[config.mk]
export PLATFORM = sky130hd
export DESIGN_NAME = balance_robot_cascade_control_top
export DESIGN_NICKNAME = d
export VERILOG_FILES = /design/src/rtl/core/bcc_pkg.sv /design/src/rtl/core/bcc_mac.sv /design/src/rtl/core/bcc_seq.sv /design/src/rtl/core/balance_robot_cascade_control_top.sv
export SDC_FILE = /design/constraint.sdc
export NUM_CORES = 2
export LEC_CHECK = 0
export BUFFER_PORTS_ARGS = -buffer_cell sky130_fd_sc_hd__buf_2
export CORE_ASPECT_RATIO = 0.9
export CORE_MARGIN = 3
export CORE_UTILIZATION = 58
export CTS_CLUSTER_DIAMETER = 100
export DETAILED_ROUTE_END_ITERATION = 10
export PLACE_DENSITY = 0.74
export SETUP_SLACK_MARGIN = 0.4
export SLEW_MARGIN = 20
export SYNTH_ARGS = -nofsm -noshare
export SYNTH_HDL_FRONTEND = slang
export SYNTH_SLANG_ARGS = --single-unit
export TNS_END_PERCENT = 100
[constraint.sdc]
create_clock -name i_clk -period 13.8 [get_ports i_clk]
set_input_delay 0.69 -clock i_clk [delete_from_list [all_inputs] [get_ports i_clk]]
set_output_delay 0.69 -clock i_clk [all_outputs]
set_load 0.02 [all_outputs]
[src/rtl/core/bcc_pkg.sv]
// ---------------------------------------------------------------------------
// bcc_pkg
// shared types and constants of the balance cascade controller: datapath
// widths, loop constants, sequencer states and register indexes
// ---------------------------------------------------------------------------
package bcc_pkg;

    // shared multiplier and accumulator widths
    localparam int OPA_W  = 32;
    localparam int OPB_W  = 25;
    localparam int PROD_W = OPA_W + OPB_W;
    localparam int ACC_W  = PROD_W + 1;

    // field and state widths
    localparam int DATA_W     = 16;
    localparam int TGT_W      = 6;
    localparam int TURN_W     = 7;
    localparam int FILT_W     = 18;
    localparam int INTEG_W    = 16;
    localparam int NUM_W      = 22;
    localparam int MAG_W      = 21;
    localparam int Q_W        = 18;
    localparam int DIFF_W     = OPB_W;
    localparam int LIM_W      = 15;
    localparam int CFG_IDX_W  = 3;
    localparam int CFG_DATA_W = 32;

    localparam int ANGLE_FRAC_BITS = 8;

    // loop constants
    localparam int SPEED_LIM  = 20;
    localparam int TURN_STEP  = 30;
    localparam int TURN_LIM   = 40;
    localparam int NEAR_DIST  = 20;
    localparam int INTEG_LIM  = 20000;
    localparam int VEL_SAT    = 32767;
    localparam int FILT_NEW   = 3;
    localparam int FILT_OLD   = 7;
    localparam int FILT_DIV   = 10;

    // reciprocal of the filter divisor, quotient estimate low by at most one
    localparam int DIV_SHIFT = 24;
    localparam logic signed [OPA_W-1:0] DIV_RECIP =
        OPA_W'((64'd1 << DIV_SHIFT) / 64'd10);

    typedef enum logic [CFG_IDX_W-1:0] {
        CFG_UPRIGHT_KP    = 3'd0,
        CFG_UPRIGHT_KD    = 3'd1,
        CFG_SPEED_KP      = 3'd2,
        CFG_SPEED_KI      = 3'd3,
        CFG_STEER_KP      = 3'd4,
        CFG_STEER_KD      = 3'd5,
        CFG_BALANCE_ANGLE = 3'd6,
        CFG_DRIVE_LIMIT   = 3'd7
    } t_cfg_idx;

    typedef enum logic [4:0] {
        ST_IDLE,
        ST_ERR,
        ST_ABS,
        ST_QMUL,
        ST_QEST,
        ST_QFIX,
        ST_FILT,
        ST_INTEG,
        ST_V1,
        ST_V2,
        ST_VTRN,
        ST_VSAT,
        ST_DIFF,
        ST_U1,
        ST_U2,
        ST_UTRN,
        ST_T1,
        ST_T2,
        ST_TTRN,
        ST_MIX,
        ST_DONE
    } t_state;

    typedef enum logic [2:0] {
        ACC_HOLD,
        ACC_LOAD,
        ACC_ADD,
        ACC_TRUNC_G,
        ACC_TRUNC_U
    } t_acc_op;

    typedef struct packed {
        logic    mul_en;
        t_acc_op acc_op;
    } t_mac_ctrl;

    typedef struct packed {
        t_state    state;
        t_mac_ctrl mac;
    } t_seq_out;

endpackage

[src/rtl/core/bcc_mac.sv]
// ---------------------------------------------------------------------------
// bcc_mac
// shared signed multiplier with registered product, and an accumulator that
// loads, adds or truncates toward zero by the gain or gain plus angle shift
// ---------------------------------------------------------------------------
module bcc_mac
    import bcc_pkg::*;
#(
    parameter int GAIN_FRAC_BITS = 16
) (
    input  logic                     i_clk,
    input  t_mac_ctrl                i_ctrl,
    input  logic signed [OPA_W-1:0]  i_op_a,
    input  logic signed [OPB_W-1:0]  i_op_b,
    output logic signed [PROD_W-1:0] o_prod,
    output logic signed [ACC_W-1:0]  o_acc
);

    localparam int SH_G = GAIN_FRAC_BITS;
    localparam int SH_U = GAIN_FRAC_BITS + ANGLE_FRAC_BITS;
    localparam logic signed [ACC_W-1:0] BIAS_G = {{(ACC_W-SH_G){1'b0}}, {SH_G{1'b1}}};
    localparam logic signed [ACC_W-1:0] BIAS_U = {{(ACC_W-SH_U){1'b0}}, {SH_U{1'b1}}};

    logic signed [PROD_W-1:0] r_prod;
    logic signed [ACC_W-1:0]  r_acc;
    logic signed [ACC_W-1:0]  n_acc;
    logic signed [ACC_W-1:0]  w_prod_ext;
    logic signed [ACC_W-1:0]  w_sum;

    always_ff @(posedge i_clk) begin
        if (i_ctrl.mul_en) begin
            r_prod <= i_op_a * i_op_b;
        end
        r_acc <= n_acc;
    end

    always_comb begin
        w_prod_ext = {{(ACC_W-PROD_W){r_prod[PROD_W-1]}}, r_prod};
        w_sum      = '0;
        n_acc      = r_acc;
        case (i_ctrl.acc_op)
            ACC_HOLD: begin
                n_acc = r_acc;
            end
            ACC_LOAD: begin
                n_acc = w_prod_ext;
            end
            ACC_ADD: begin
                n_acc = r_acc + w_prod_ext;
            end
            ACC_TRUNC_G: begin
                // negative values get a bias so the shift rounds toward zero
                w_sum = r_acc + (r_acc[ACC_W-1] ? BIAS_G : '0);
                n_acc = w_sum >>> SH_G;
            end
            ACC_TRUNC_U: begin
                w_sum = r_acc + (r_acc[ACC_W-1] ? BIAS_U : '0);
                n_acc = w_sum >>> SH_U;
            end
            default: begin
                n_acc = r_acc;
            end
        endcase
    end

    assign o_prod = r_prod;
    assign o_acc  = r_acc;

endmodule

[src/rtl/core/bcc_seq.sv]
// ---------------------------------------------------------------------------
// bcc_seq
// control tick sequencer: steps one item through the filter, the divide by
// reciprocal and the three gain stages, driving the shared multiply unit
// ---------------------------------------------------------------------------
module bcc_seq
    import bcc_pkg::*;
(
    input  logic     i_clk,
    input  logic     i_rst_n,
    input  logic     i_start,
    input  logic     i_out_free,
    output t_seq_out o_seq
);

    t_state    r_state;
    t_state    n_state;
    t_mac_ctrl w_mac;

    always_ff @(posedge i_clk) begin
        if (!i_rst_n) begin
            r_state <= ST_IDLE;
        end else begin
            r_state <= n_state;
        end
    end

    always_comb begin
        n_state       = r_state;
        w_mac.mul_en  = 1'b0;
        w_mac.acc_op  = ACC_HOLD;
        case (r_state)
            ST_IDLE: begin
                if (i_start) begin
                    n_state = ST_ERR;
                end
            end
            ST_ERR:  n_state = ST_ABS;
            ST_ABS:  n_state = ST_QMUL;
            ST_QMUL: begin
                w_mac.mul_en = 1'b1;
                n_state      = ST_QEST;
            end
            ST_QEST: n_state = ST_QFIX;
            ST_QFIX: n_state = ST_FILT;
            ST_FILT: n_state = ST_INTEG;
            ST_INTEG: begin
                w_mac.mul_en = 1'b1;
                n_state      = ST_V1;
            end
            ST_V1: begin
                w_mac.mul_en = 1'b1;
                w_mac.acc_op = ACC_LOAD;
                n_state      = ST_V2;
            end
            ST_V2: begin
                w_mac.acc_op = ACC_ADD;
                n_state      = ST_VTRN;
            end
            ST_VTRN: begin
                w_mac.acc_op = ACC_TRUNC_G;
                n_state      = ST_VSAT;
            end
            ST_VSAT: n_state = ST_DIFF;
            ST_DIFF: begin
                w_mac.mul_en = 1'b1;
                n_state      = ST_U1;
            end
            ST_U1: begin
                w_mac.mul_en = 1'b1;
                w_mac.acc_op = ACC_LOAD;
                n_state      = ST_U2;
            end
            ST_U2: begin
                w_mac.acc_op = ACC_ADD;
                n_state      = ST_UTRN;
            end
            ST_UTRN: begin
                w_mac.mul_en = 1'b1;
                w_mac.acc_op = ACC_TRUNC_U;
                n_state      = ST_T1;
            end
            ST_T1: begin
                w_mac.mul_en = 1'b1;
                w_mac.acc_op = ACC_LOAD;
                n_state      = ST_T2;
            end
            ST_T2: begin
                w_mac.acc_op = ACC_ADD;
                n_state      = ST_TTRN;
            end
            ST_TTRN: begin
                w_mac.acc_op = ACC_TRUNC_G;
                n_state      = ST_MIX;
            end
            ST_MIX: n_state = ST_DONE;
            ST_DONE: begin
                if (i_out_free) begin
                    n_state = ST_IDLE;
                end
            end
            default: n_state = ST_IDLE;
        endcase
    end

    assign o_seq.state = r_state;
    assign o_seq.mac   = w_mac;

endmodule

[src/rtl/core/balance_robot_cascade_control_top.sv]
// ---------------------------------------------------------------------------
// balance_robot_cascade_control_top
// two-wheel balance cascade controller: speed and turn ramps, filtered
// velocity PI, upright PD about the shifted balance angle, turn PD, mixing
// and symmetric saturation of the two motor drives
// ---------------------------------------------------------------------------
//
//  channel   direction  handshake              payload
//  -------   ---------  ---------------------  ------------------------------
//  sensor    in         i_valid / o_ready      encoders, pitch, gyros, buttons,
//                                              distance, clear_integral
//  drive     out        o_valid / i_ready      o_motor_left, o_motor_right
//  config    in         i_cfg_wr_en (no wait)  i_cfg_index, i_cfg_data
//
//  from its transfer until o_ready rises again, one item keeps the sequencer
//  walking one shared 32x25 multiplier and one accumulator through the
//  divide by ten and six gain products
//  the drive pair enters the output register, and o_valid rises, on the same
//  edge that returns the sequencer to idle
//  a pending result does not block the next input transfer; only when a new
//  result is finished while the old one still waits does the sequencer hold
//  reset (synchronous, active low) restores gains and clears loop state
// ---------------------------------------------------------------------------
module balance_robot_cascade_control_top
    import bcc_pkg::*;
#(
    parameter int GAIN_FRAC_BITS = 16
) (
    input  logic                         i_clk,
    input  logic                         i_rst_n,
    // sensor channel
    input  logic                         i_valid,
    output logic                         o_ready,
    input  logic signed [DATA_W-1:0]     i_wheel_cnt_l,
    input  logic signed [DATA_W-1:0]     i_wheel_cnt_r,
    input  logic signed [DATA_W-1:0]     i_pitch,
    input  logic signed [DATA_W-1:0]     i_gyro_y,
    input  logic signed [DATA_W-1:0]     i_gyro_z,
    input  logic                         i_forward,
    input  logic                         i_backward,
    input  logic                         i_steer_left,
    input  logic                         i_steer_right,
    input  logic        [DATA_W-1:0]     i_distance,
    input  logic                         i_clear_integral,
    // drive channel
    output logic                         o_valid,
    input  logic                         i_ready,
    output logic signed [DATA_W-1:0]     o_motor_left,
    output logic signed [DATA_W-1:0]     o_motor_right,
    // configuration writes
    input  logic                         i_cfg_wr_en,
    input  logic        [CFG_IDX_W-1:0]  i_cfg_index,
    input  logic        [CFG_DATA_W-1:0] i_cfg_data
);

    // stage results after the gain shift, and their mixed sums
    localparam int STG_W = ACC_W - GAIN_FRAC_BITS;
    localparam int SUM_W = STG_W + 1;

    // configuration registers
    logic signed [OPA_W-1:0]  r_upright_kp;
    logic signed [OPA_W-1:0]  r_upright_kd;
    logic signed [OPA_W-1:0]  r_speed_kp;
    logic signed [OPA_W-1:0]  r_speed_ki;
    logic signed [OPA_W-1:0]  r_steer_kp;
    logic signed [OPA_W-1:0]  r_steer_kd;
    logic signed [DATA_W-1:0] r_balance_angle;
    logic        [LIM_W-1:0]  r_drive_limit;

    // loop state kept from tick to tick
    logic signed [TGT_W-1:0]   r_speed_target;
    logic signed [TURN_W-1:0]  r_turn_cmd;
    logic signed [FILT_W-1:0]  r_filt_err;
    logic signed [INTEG_W-1:0] r_err_integ;

    // captured item
    logic signed [DATA_W-1:0] r_enc_l;
    logic signed [DATA_W-1:0] r_enc_r;
    logic signed [DATA_W-1:0] r_pitch;
    logic signed [DATA_W-1:0] r_gyro_y;
    logic signed [DATA_W-1:0] r_gyro_z;
    logic                     r_clear;
    logic                     r_steer_idle;

    // working registers
    logic signed [NUM_W-1:0]  r_num;
    logic                     r_neg;
    logic        [MAG_W-1:0]  r_mag;
    logic        [Q_W-1:0]    r_q;
    logic signed [DATA_W-1:0] r_vel;
    logic signed [DIFF_W-1:0] r_diff;
    logic signed [STG_W-1:0]  r_upright;
    logic signed [SUM_W-1:0]  r_sum_l;
    logic signed [SUM_W-1:0]  r_sum_r;

    // output register
    logic                     r_out_valid;
    logic signed [DATA_W-1:0] r_motor_l;
    logic signed [DATA_W-1:0] r_motor_r;

    logic                     w_accept;
    logic                     w_out_free;
    t_seq_out                 w_seq;
    logic signed [OPA_W-1:0]  w_op_a;
    logic signed [OPB_W-1:0]  w_op_b;
    logic signed [PROD_W-1:0] w_prod;
    logic signed [ACC_W-1:0]  w_acc;

    logic signed [TGT_W+1:0]  w_tgt;
    logic signed [TURN_W:0]   w_turn;
    logic signed [FILT_W-1:0] w_err;
    logic signed [NUM_W-1:0]  w_num;
    logic        [NUM_W-1:0]  w_abs;
    logic        [MAG_W-1:0]  w_rem;
    logic signed [INTEG_W+2:0] w_isum;
    logic signed [INTEG_W-1:0] w_integ;
    logic signed [STG_W-1:0]  w_turn_out;
    logic signed [SUM_W-1:0]  w_lim;

    function automatic logic signed [DATA_W-1:0] sat_drive(
        input logic signed [SUM_W-1:0] sum,
        input logic signed [SUM_W-1:0] lim
    );
        logic signed [SUM_W-1:0] res;
        res = sum;
        if (sum > lim) begin
            res = lim;
        end else if (sum < -lim) begin
            res = -lim;
        end
        return res[DATA_W-1:0];
    endfunction

    assign w_accept   = i_valid && o_ready;
    assign w_out_free = !r_out_valid || i_ready;
    assign o_ready    = (w_seq.state == ST_IDLE);

    bcc_seq u_seq (
        .i_clk      (i_clk),
        .i_rst_n    (i_rst_n),
        .i_start    (w_accept),
        .i_out_free (w_out_free),
        .o_seq      (w_seq)
    );

    bcc_mac #(
        .GAIN_FRAC_BITS (GAIN_FRAC_BITS)
    ) u_mac (
        .i_clk  (i_clk),
        .i_ctrl (w_seq.mac),
        .i_op_a (w_op_a),
        .i_op_b (w_op_b),
        .o_prod (w_prod),
        .o_acc  (w_acc)
    );

    // operand selection for the shared multiplier
    always_comb begin
        w_op_a = '0;
        w_op_b = '0;
        case (w_seq.state)
            ST_QMUL: begin
                // magnitude of the filter numerator times the reciprocal of ten
                w_op_a = DIV_RECIP;
                w_op_b = OPB_W'($signed({1'b0, r_mag}));
            end
            ST_INTEG: begin
                w_op_a = r_speed_kp;
                w_op_b = OPB_W'(r_filt_err);
            end
            ST_V1: begin
                w_op_a = r_speed_ki;
                w_op_b = OPB_W'(r_err_integ);
            end
            ST_DIFF: begin
                // gyro rate lifted to the Q8.8 angle scale
                w_op_a = r_upright_kd;
                w_op_b = OPB_W'(r_gyro_y) <<< ANGLE_FRAC_BITS;
            end
            ST_U1: begin
                w_op_a = r_upright_kp;
                w_op_b = r_diff;
            end
            ST_UTRN: begin
                // derivative turn gain only while no steering button is held
                w_op_a = r_steer_idle ? r_steer_kd : '0;
                w_op_b = OPB_W'(r_gyro_z);
            end
            ST_T1: begin
                w_op_a = r_steer_kp;
                w_op_b = OPB_W'(r_turn_cmd);
            end
            default: begin
                w_op_a = '0;
                w_op_b = '0;
            end
        endcase
    end

    // speed and turn ramps, from the buttons at the transfer
    always_comb begin
        w_tgt = (i_forward || i_backward) ? (TGT_W+2)'(r_speed_target) : '0;
        if (i_forward) begin
            // near obstacle turns the forward ramp around
            w_tgt = (i_distance < NEAR_DIST) ? w_tgt + (TGT_W+2)'(1)
                                             : w_tgt - (TGT_W+2)'(1);
        end
        if (i_backward) begin
            w_tgt = w_tgt + (TGT_W+2)'(1);
        end
        if (w_tgt > SPEED_LIM) begin
            w_tgt = (TGT_W+2)'(SPEED_LIM);
        end else if (w_tgt < -SPEED_LIM) begin
            w_tgt = (TGT_W+2)'(-SPEED_LIM);
        end

        w_turn = (i_steer_left || i_steer_right) ? (TURN_W+1)'(r_turn_cmd) : '0;
        if (i_steer_left) begin
            w_turn = w_turn + (TURN_W+1)'(TURN_STEP);
        end
        if (i_steer_right) begin
            w_turn = w_turn - (TURN_W+1)'(TURN_STEP);
        end
        if (w_turn > TURN_LIM) begin
            w_turn = (TURN_W+1)'(TURN_LIM);
        end else if (w_turn < -TURN_LIM) begin
            w_turn = (TURN_W+1)'(-TURN_LIM);
        end
    end

    // velocity error, filter numerator, quotient fix-up and integrator
    always_comb begin
        w_err = FILT_W'(r_enc_l) + FILT_W'(r_enc_r) - FILT_W'(r_speed_target);
        w_num = NUM_W'(NUM_W'(w_err) * FILT_NEW + NUM_W'(r_filt_err) * FILT_OLD);
        w_abs = r_num[NUM_W-1] ? NUM_W'(-r_num) : NUM_W'(r_num);
        // estimate is never above the true quotient, so one step corrects it
        w_rem = r_mag - MAG_W'(MAG_W'(r_q) * FILT_DIV);

        w_isum = (INTEG_W+3)'(r_err_integ) + (INTEG_W+3)'(r_filt_err);
        if (w_isum > INTEG_LIM) begin
            w_integ = INTEG_W'(INTEG_LIM);
        end else if (w_isum < -INTEG_LIM) begin
            w_integ = INTEG_W'(-INTEG_LIM);
        end else begin
            w_integ = w_isum[INTEG_W-1:0];
        end
        if (r_clear) begin
            w_integ = '0;
        end

        w_turn_out = $signed(w_acc[STG_W-1:0]);
        w_lim      = SUM_W'($signed({1'b0, r_drive_limit}));
    end

    // configuration and loop state
    always_ff @(posedge i_clk) begin
        if (!i_rst_n) begin
            r_upright_kp    <= 32'sd23592960;
            r_upright_kd    <= 32'sd131072;
            r_speed_kp      <= -32'sd26214;
            r_speed_ki      <= -32'sd131;
            r_steer_kp      <= -32'sd1310720;
            r_steer_kd      <= 32'sd39322;
            r_balance_angle <= 16'sd2048;
            r_drive_limit   <= 15'd7200;
            r_speed_target  <= '0;
            r_turn_cmd      <= '0;
            r_filt_err      <= '0;
            r_err_integ     <= '0;
            r_out_valid     <= 1'b0;
        end else begin
            if (i_cfg_wr_en) begin
                case (t_cfg_idx'(i_cfg_index))
                    CFG_UPRIGHT_KP:    r_upright_kp    <= $signed(i_cfg_data);
                    CFG_UPRIGHT_KD:    r_upright_kd    <= $signed(i_cfg_data);
                    CFG_SPEED_KP:      r_speed_kp      <= $signed(i_cfg_data);
                    CFG_SPEED_KI:      r_speed_ki      <= $signed(i_cfg_data);
                    CFG_STEER_KP:      r_steer_kp      <= $signed(i_cfg_data);
                    CFG_STEER_KD:      r_steer_kd      <= $signed(i_cfg_data);
                    CFG_BALANCE_ANGLE: r_balance_angle <= $signed(i_cfg_data[DATA_W-1:0]);
                    CFG_DRIVE_LIMIT:   r_drive_limit   <= i_cfg_data[LIM_W-1:0];
                    default: begin
                    end
                endcase
            end

            if (w_accept) begin
                r_speed_target <= w_tgt[TGT_W-1:0];
                r_turn_cmd     <= w_turn[TURN_W-1:0];
            end

            if (w_seq.state == ST_FILT) begin
                r_filt_err <= r_neg ? -$signed(r_q) : $signed(r_q);
            end

            if (w_seq.state == ST_INTEG) begin
                r_err_integ <= w_integ;
            end

            // result waits here; the next item may already be in flight
            if (w_seq.state == ST_DONE && w_out_free) begin
                r_out_valid <= 1'b1;
            end else if (i_ready) begin
                r_out_valid <= 1'b0;
            end
        end
    end

    // item capture and working registers
    always_ff @(posedge i_clk) begin
        if (w_accept) begin
            r_enc_l      <= i_wheel_cnt_l;
            r_enc_r      <= i_wheel_cnt_r;
            r_pitch      <= i_pitch;
            r_gyro_y     <= i_gyro_y;
            r_gyro_z     <= i_gyro_z;
            r_clear      <= i_clear_integral;
            r_steer_idle <= !i_steer_left && !i_steer_right;
        end
        case (w_seq.state)
            ST_ERR: begin
                r_num <= w_num;
            end
            ST_ABS: begin
                r_neg <= r_num[NUM_W-1];
                r_mag <= w_abs[MAG_W-1:0];
            end
            ST_QEST: begin
                r_q <= w_prod[DIV_SHIFT +: Q_W];
            end
            ST_QFIX: begin
                if (w_rem >= FILT_DIV) begin
                    r_q <= r_q + 1'b1;
                end
            end
            ST_VSAT: begin
                // velocity output saturates before it shifts the balance angle
                if (w_acc > VEL_SAT) begin
                    r_vel <= DATA_W'(VEL_SAT);
                end else if (w_acc < -VEL_SAT) begin
                    r_vel <= DATA_W'(-VEL_SAT);
                end else begin
                    r_vel <= w_acc[DATA_W-1:0];
                end
            end
            ST_DIFF: begin
                r_diff <= DIFF_W'(r_pitch) - DIFF_W'(r_balance_angle)
                          - (DIFF_W'(r_vel) <<< ANGLE_FRAC_BITS);
            end
            ST_T1: begin
                r_upright <= $signed(w_acc[STG_W-1:0]);
            end
            ST_MIX: begin
                r_sum_l <= SUM_W'(r_upright) - SUM_W'(w_turn_out);
                r_sum_r <= SUM_W'(r_upright) + SUM_W'(w_turn_out);
            end
            default: begin
            end
        endcase
        if (w_seq.state == ST_DONE && w_out_free) begin
            r_motor_l <= sat_drive(r_sum_l, w_lim);
            r_motor_r <= sat_drive(r_sum_r, w_lim);
        end
    end

    assign o_valid       = r_out_valid;
    assign o_motor_left  = r_motor_l;
    assign o_motor_right = r_motor_r;

    // integrator never leaves its clamp
    a_integ_bounded: assert property (@(posedge i_clk) disable iff (!i_rst_n)
        (r_err_integ <= INTEG_LIM) && (r_err_integ >= -INTEG_LIM))
        else $error("velocity integrator outside its clamp");

    // ramps stay inside their limits
    a_ramp_bounded: assert property (@(posedge i_clk) disable iff (!i_rst_n)
        (r_speed_target <= SPEED_LIM) && (r_speed_target >= -SPEED_LIM)
        && (r_turn_cmd <= TURN_LIM) && (r_turn_cmd >= -TURN_LIM))
        else $error("speed target or turn command outside its limit");

    // a transfer starts the sequence and drops ready
    a_start: assert property (@(posedge i_clk) disable iff (!i_rst_n)
        w_accept |=> (w_seq.state == ST_ERR) && !o_ready)
        else $error("sequencer did not start on input transfer");

    // a finished result reaches the output register and frees the sequencer
    a_result_loaded: assert property (@(posedge i_clk) disable iff (!i_rst_n)
        (w_seq.state == ST_DONE && w_out_free) |=> (o_valid && o_ready))
        else $error("finished result not loaded into output register");

    // a held result stalls the sequencer in its last step
    a_done_stall: assert property (@(posedge i_clk) disable iff (!i_rst_n)
        (w_seq.state == ST_DONE && !w_out_free) |=> (w_seq.state == ST_DONE))
        else $error("result overwritten while output still waiting");

endmodule
-- Yosys cells after proc, flatten, opt, wreduce, memory -nomap -nowiden
Cells that the tools add are included.
- flip-flop bits (word level): 736
- bits of input ports: 141
- output and inout port bits: 34
- logic and storage cells: 175
- add/sub/neg operators: 21
- $mul: 4
- $lt $le $gt $ge: 14
- equal/unequal tests: 34
- muxes and demuxes: 36
- reductions and logical operators: 29
- operators by type and width (cell ; count):
    $pmux W58 S4 ; 1
    $pmux W32 S7 ; 1
    $pmux W25 S7 ; 1
    $mux W16 ; 7
    $pmux W5 S21 ; 1
    $gt A43 B16 Y1 ; 2
    $lt A43 B43 Y1 ; 2
    $add A58 B16 Y58 ; 1
    $add A58 B24 Y58 ; 1
    $add A58 B57 Y58 ; 1
    $gt A58 B16 Y1 const B ; 1
    $lt A58 B16 Y1 const B ; 1
    $mul A32 B25 Y57 ; 1
    $mux W8 ; 7
    $add A42 B42 Y43 ; 1
    $neg A15 Y43 ; 1
    $sub A42 B42 Y43 ; 1
    $eq A5 B4 Y1 const B ; 8
    $mux W18 ; 2
    $pmux W18 S2 ; 1
    $mux W32 ; 1
    $mux W15 ; 2
    $eq A5 B5 Y1 const B ; 5
    $sub A17 B24 Y25 ; 1
    other kinds (50) ; 87

-- Depth between registers and ports, before layout
- depth after elaboration: 10
- depth in mapped cells: 37
- depth with buffers taken out: 33

-- Hierarchy
A second synthesis with hierarchy kept.
- cell total of the unflattened synthesis: 8747
- area, all modules: 80063.0 um2
- modules (own cells, without submodules) (module ; times used ; cells each ; area each (um2) ; seq. area each (um2)):
    balance_robot_cascade_control_top ; 1 ; 4537 ; 41596.1 ; 15755.1
    bcc_mac ; 1 ; 4168 ; 38081.5 ; 3453.3
    bcc_seq ; 1 ; 42 ; 385.4 ; 100.1

-- Worst setup path after synthesis
OpenSTA, ideal clock, no wires.
- kind: register -> register
- start: reg u_seq.r_state[3]
- end: reg u_mac.r_prod[53], in the netlist u_mac.o_prod[53] (data pin)
- library setup time: 0.258 ns
- data arrival time: 10.063 ns
- data required time: 13.542 ns
- slack: 3.479 ns
- stages on the path, launching flop included: 34
- path buffers: 5
- period minus slack after synthesis: 10.321 ns
- cell sequence: dfxtp_1 -> clkbuf_1 -> nor2_1 -> and3_1 -> clkbuf_1 -> clkbuf_1 -> clkbuf_1 -> a211oi_1 -> a21oi_1 -> inv_1 -> fa_1 -> inv_1 -> fa_1 -> inv_1 -> fa_1 -> fa_1 -> inv_1 -> fa_1 -> fa_1 -> inv_1 -> fa_1 -> inv_1 -> ha_1 -> clkbuf_1 -> a21o_1 -> a221o_1 -> a221oi_1 -> o2111ai_1 -> a2111oi_0 -> nor3_1 -> a211o_1 -> a2111oi_0 -> a21oi_1 -> xnor2_1
- cells in the longest elaborated chain, start to end: 3
- elaborated cells on any way between the ends: 10
- classes of those cells: 1 x mul; 7 x eq/ne; 2 x mux
- ends and longest elaborated chain (item ; RTL line ; source):
    start, declared ; bcc_seq.sv:16 ; t_state r_state;
    start signal, assigned ; bcc_seq.sv:24 ; r_state <= n_state;
    $eq A5 B5 Y1 (tied with other cells) ; balance_robot_cascade_control_top.sv:161 ; case (w_seq.state)
    $pmux W32 S7 or $pmux W25 S7 (tied branches) ; balance_robot_cascade_control_top.sv:161 ;
    $mul A32 B25 Y57 (*) ; bcc_mac.sv:32 ; r_prod <= i_op_a * i_op_b;
    end signal, assigned ; bcc_mac.sv:32 ;
    end, declared ; bcc_mac.sv:24 ; logic signed [PROD_W-1:0] r_prod;
Every way passes the cells marked *; elsewhere a longest branch is shown, timed or not.
A chain may end at the register's enable or synchronous reset.

-- Final worst setup path
Ends and elaborated chain as after synthesis.

==> summary.txt <==
Worst setup path
  – CP startpoint kind: flip-flop
  – Slowest stage cell, crit path: nor2_4
  – Delay-heaviest family, CP: adder cells
  – CP Class: flip-flop to flip-flop
  – CP max FO: 29
  – CP required: 14150 ps
  – Worst EP arrival: 13130 ps
  – Worst Setup End Kind: flip-flop
  – Crit path buf inv count: 7
  – Most common cell on crit path: fa_1
  – Max incr delay on CP: 940 ps

Power
  – Peak supply drop: 0.000141 V
  – Total power: 7160 µW
  – PD cells: 85.5 nW/µm²
  – Pleak: 0.0381 µW

Die
  – Die ar.: 139000 µm²
  – I/O pins: 175
  – Die X-Extent: 392 µm
  – Core area: 132000 µm²
  – Chip height: 354 µm
  – Row count: 126
  – Initial Utilization: 58.9%

Logic synthesis
  – Synth Register Bits: 735
  – Asr flop ratio synth: 0%
  – Post-Syn Instances: 8593
  – Syn Nets: 10300
  – Number of library cell types mapped by synthesis: 93
  – Avg Inst Size Synth: 9.07 µm²
  – Synth Cell Area: 77900 µm²
  – Post-synthesis sequential area ratio: 24.8%
  – Number of synthesized flops with an enable pin: 459
  – Top_reg_cell synth: edfxtp_1
  – Syn. warnings: 0

Placement
  – Placer Congestion: 0.975
  – Placed cell area: 80800 µm²
  – Port bufs: 172
  – Post-DP HPWL: 190 mm

Drt
  – DRC Markers: 0
  – Vias: 63700
  – WL/cell: 23.5 µm
  – Initial DRC count: 5866
  – DRT antenna net count: 0
  – Drt first pass iters: 10
  – Vias per cell: 6.12
  – Routed Wire Length: 245 mm

Clock network
  – Reg clk slew, reported paths: 60 ps
  – Setup Fix Bufs, Post-CTS: 0
  – CTS tree: done
  – Num Clock Sinks: 735
  – Worst-skew pair later-pin latency: 700 ps
  – Htree depth: 3
  – Root Buffer: clkbuf_16
  – Num CTS Buffers: 84
  – Max clock buf depth: 3
  – Post-CTS Hold Buffers: 0
  – # resized after CTS: 0

Cells and area
  – Share of post-route cells with drive strength above 1: 6.14%
  – Commonest non-fill, non-tap cells in the layout: inv_1, nand2_1, fa_1
  – Most common cell after layout, fill and taps aside: inv_1
  – Layout net count: 10300
  – Area added between synthesis and finish: 7.42%
  – Final Cell Area: 83700 µm²

STA
  – Slew Viols, Final: 0
  – Final cycle utilization of the critical path: 92.6%
  – RSZ-0062 raised after global routing: false
  – Worst slew pin tran: 1200 ps
  – Fmax: 0.0782 GHz
  – Relative slew slack: 19.9%
  – Final setup viols: 0
  – TNS Setup: 0 ps
  – Final Hold Vio Count: 0
  – Crit path time final: 12780 ps
  – Layout Skew: 25.6 ps

Global route
  – Vias in the first global route: 64500
  – GR Layer Usage met2: 55.1%
  – Met1 Use GR: 46.1%
  – Congestion Overflow GR: 0
  – Largest net degree at the start of global routing: 125
  – M3 GR Usage: 8.41%
  – First-pass GRT wire length: 377 mm
  – Gr usage total: 35.4%
  – Initial antenna violation count: 14
  – Gr busiest metal: met2

Min path
  – Hold crit path type: primary input to flip-flop

Job
  – Max Cap Viol: 0

Status
  – Outcome: completed
## kinds of logic (layout without fill, tap and decap cells)
group | after synthesis | in the layout | share of synthesized area (%)
compound gates | 1568 | 1568 | 13.6
buf+inv | 1628 | 1696 | 7.87
other cells | 0 | 9 | 0
fa+ha+maj | 1536 | 1536 | 33.5
simple gates | 2654 | 2654 | 14.9
mux | 48 | 48 | 0.624
flops | 735 | 735 | 24.8
xor+xnor | 424 | 424 | 4.76
## final cells by class
type | count | area, µm²
Tap cell | 1728 | 2160
Antenna cell | 9 | 22.5
Inverter | 1227 | 4610
Clock buffer | 116 | 2350
Fill cell | 11000 | 48600
Multi-Input combinational cell | 6230 | 52900
Timing Repair Buffer | 312 | 1970
Sequential cell | 735 | 19300
Clock inverter | 41 | 449
## per-layer routing
layer,wire [µm],share of wire (%),vias up
li1,-,-,28600
met1,95700,39,31100
met2,109000,44,3230
met3,25400,10,716
met4,15000,6.1,2
met5,7,0.0029,-
## worst paths after layout
kind	startpoint	endpoint	slack (ps)	cells after the start
min reg2reg	r_num[0]$_DFFE_PP_	r_mag[0]$_DFFE_PP_	450	0
min	i_wheel_cnt_r[13]	r_enc_r[13]$_DFFE_PP_	170	1
max reg2reg	u_seq.r_state[3]$_SDFFE_PN0P_	u_mac.o_prod[53]$_DFFE_PP_	1020	32
max	u_seq.r_state[3]$_SDFFE_PN0P_	u_mac.o_prod[53]$_DFFE_PP_	1020	32
## report_power, final
part | total [µW] | switching (µW) | internal (µW)
Sequential | 2660 | 112 | 2550
Combinational | 2200 | 1310 | 891
Clock | 2290 | 950 | 1340
## registers in the layout (all words and copies together), names as in the netlist, 25 cells and up
| name | cells |
|---|---|
| u_mac.o_acc | 58 |
| u_mac.o_prod | 57 |
| r_sum_l | 43 |
| r_sum_r | 42 |
| r_upright | 42 |
| r_speed_ki | 32 |
| r_speed_kp | 32 |
| r_steer_kd | 32 |
| r_steer_kp | 32 |
| r_upright_kd | 32 |
| r_upright_kp | 32 |
| r_diff | 25 |
## per-stage QoR
step	hold WS, ps	std cells	util, %	setup WS (ps)
final	173	10400	63.3	1020
after global routing	144	10400	63.3	608
after CTS	111	10400	63.2	1440
after detailed placement	444	10200	61.1	1480
after global placement	447	10200	61.1	1610
after floorplan	426	8593	-	3480
## worst register-to-register path, delay by kind of cell, from the launching register on
| family | cells | cell delay [ps] |
|---|---|---|
| fa+ha+maj | 8 | 4050 |
| simple gates | 6 | 2760 |
| flops | 1 | 560 |
| compound gates | 10 | 3260 |
| xor+xnor | 1 | 760 |
| buf+inv | 7 | 1040 |
## cells in the mapped netlist (63+ instances only)
| cell | instances | share of area [%] |
|---|---|---|
| a22oi_1 | 63 | 0.61 |
| xnor2_1 | 292 | 3.3 |
| nor2b_1 | 76 | 0.61 |
| clkbuf_1 | 361 | 1.7 |
| o21ai_0 | 238 | 1.5 |
| nor2_1 | 703 | 3.4 |
| dfxtp_1 | 276 | 7.1 |
| ha_1 | 623 | 10 |
| a21o_1 | 122 | 1.2 |
| a21oi_1 | 391 | 2.5 |
| xor2_1 | 132 | 1.5 |
| inv_1 | 1221 | 5.9 |
| nor3_1 | 89 | 0.57 |
| nand4_1 | 76 | 0.61 |
| fa_1 | 913 | 23 |
| nand3_1 | 187 | 1.2 |
| nand2_1 | 1208 | 5.8 |
| a21boi_0 | 147 | 1.4 |
| edfxtp_1 | 459 | 18 |
(Power assumes the default switching activity.)
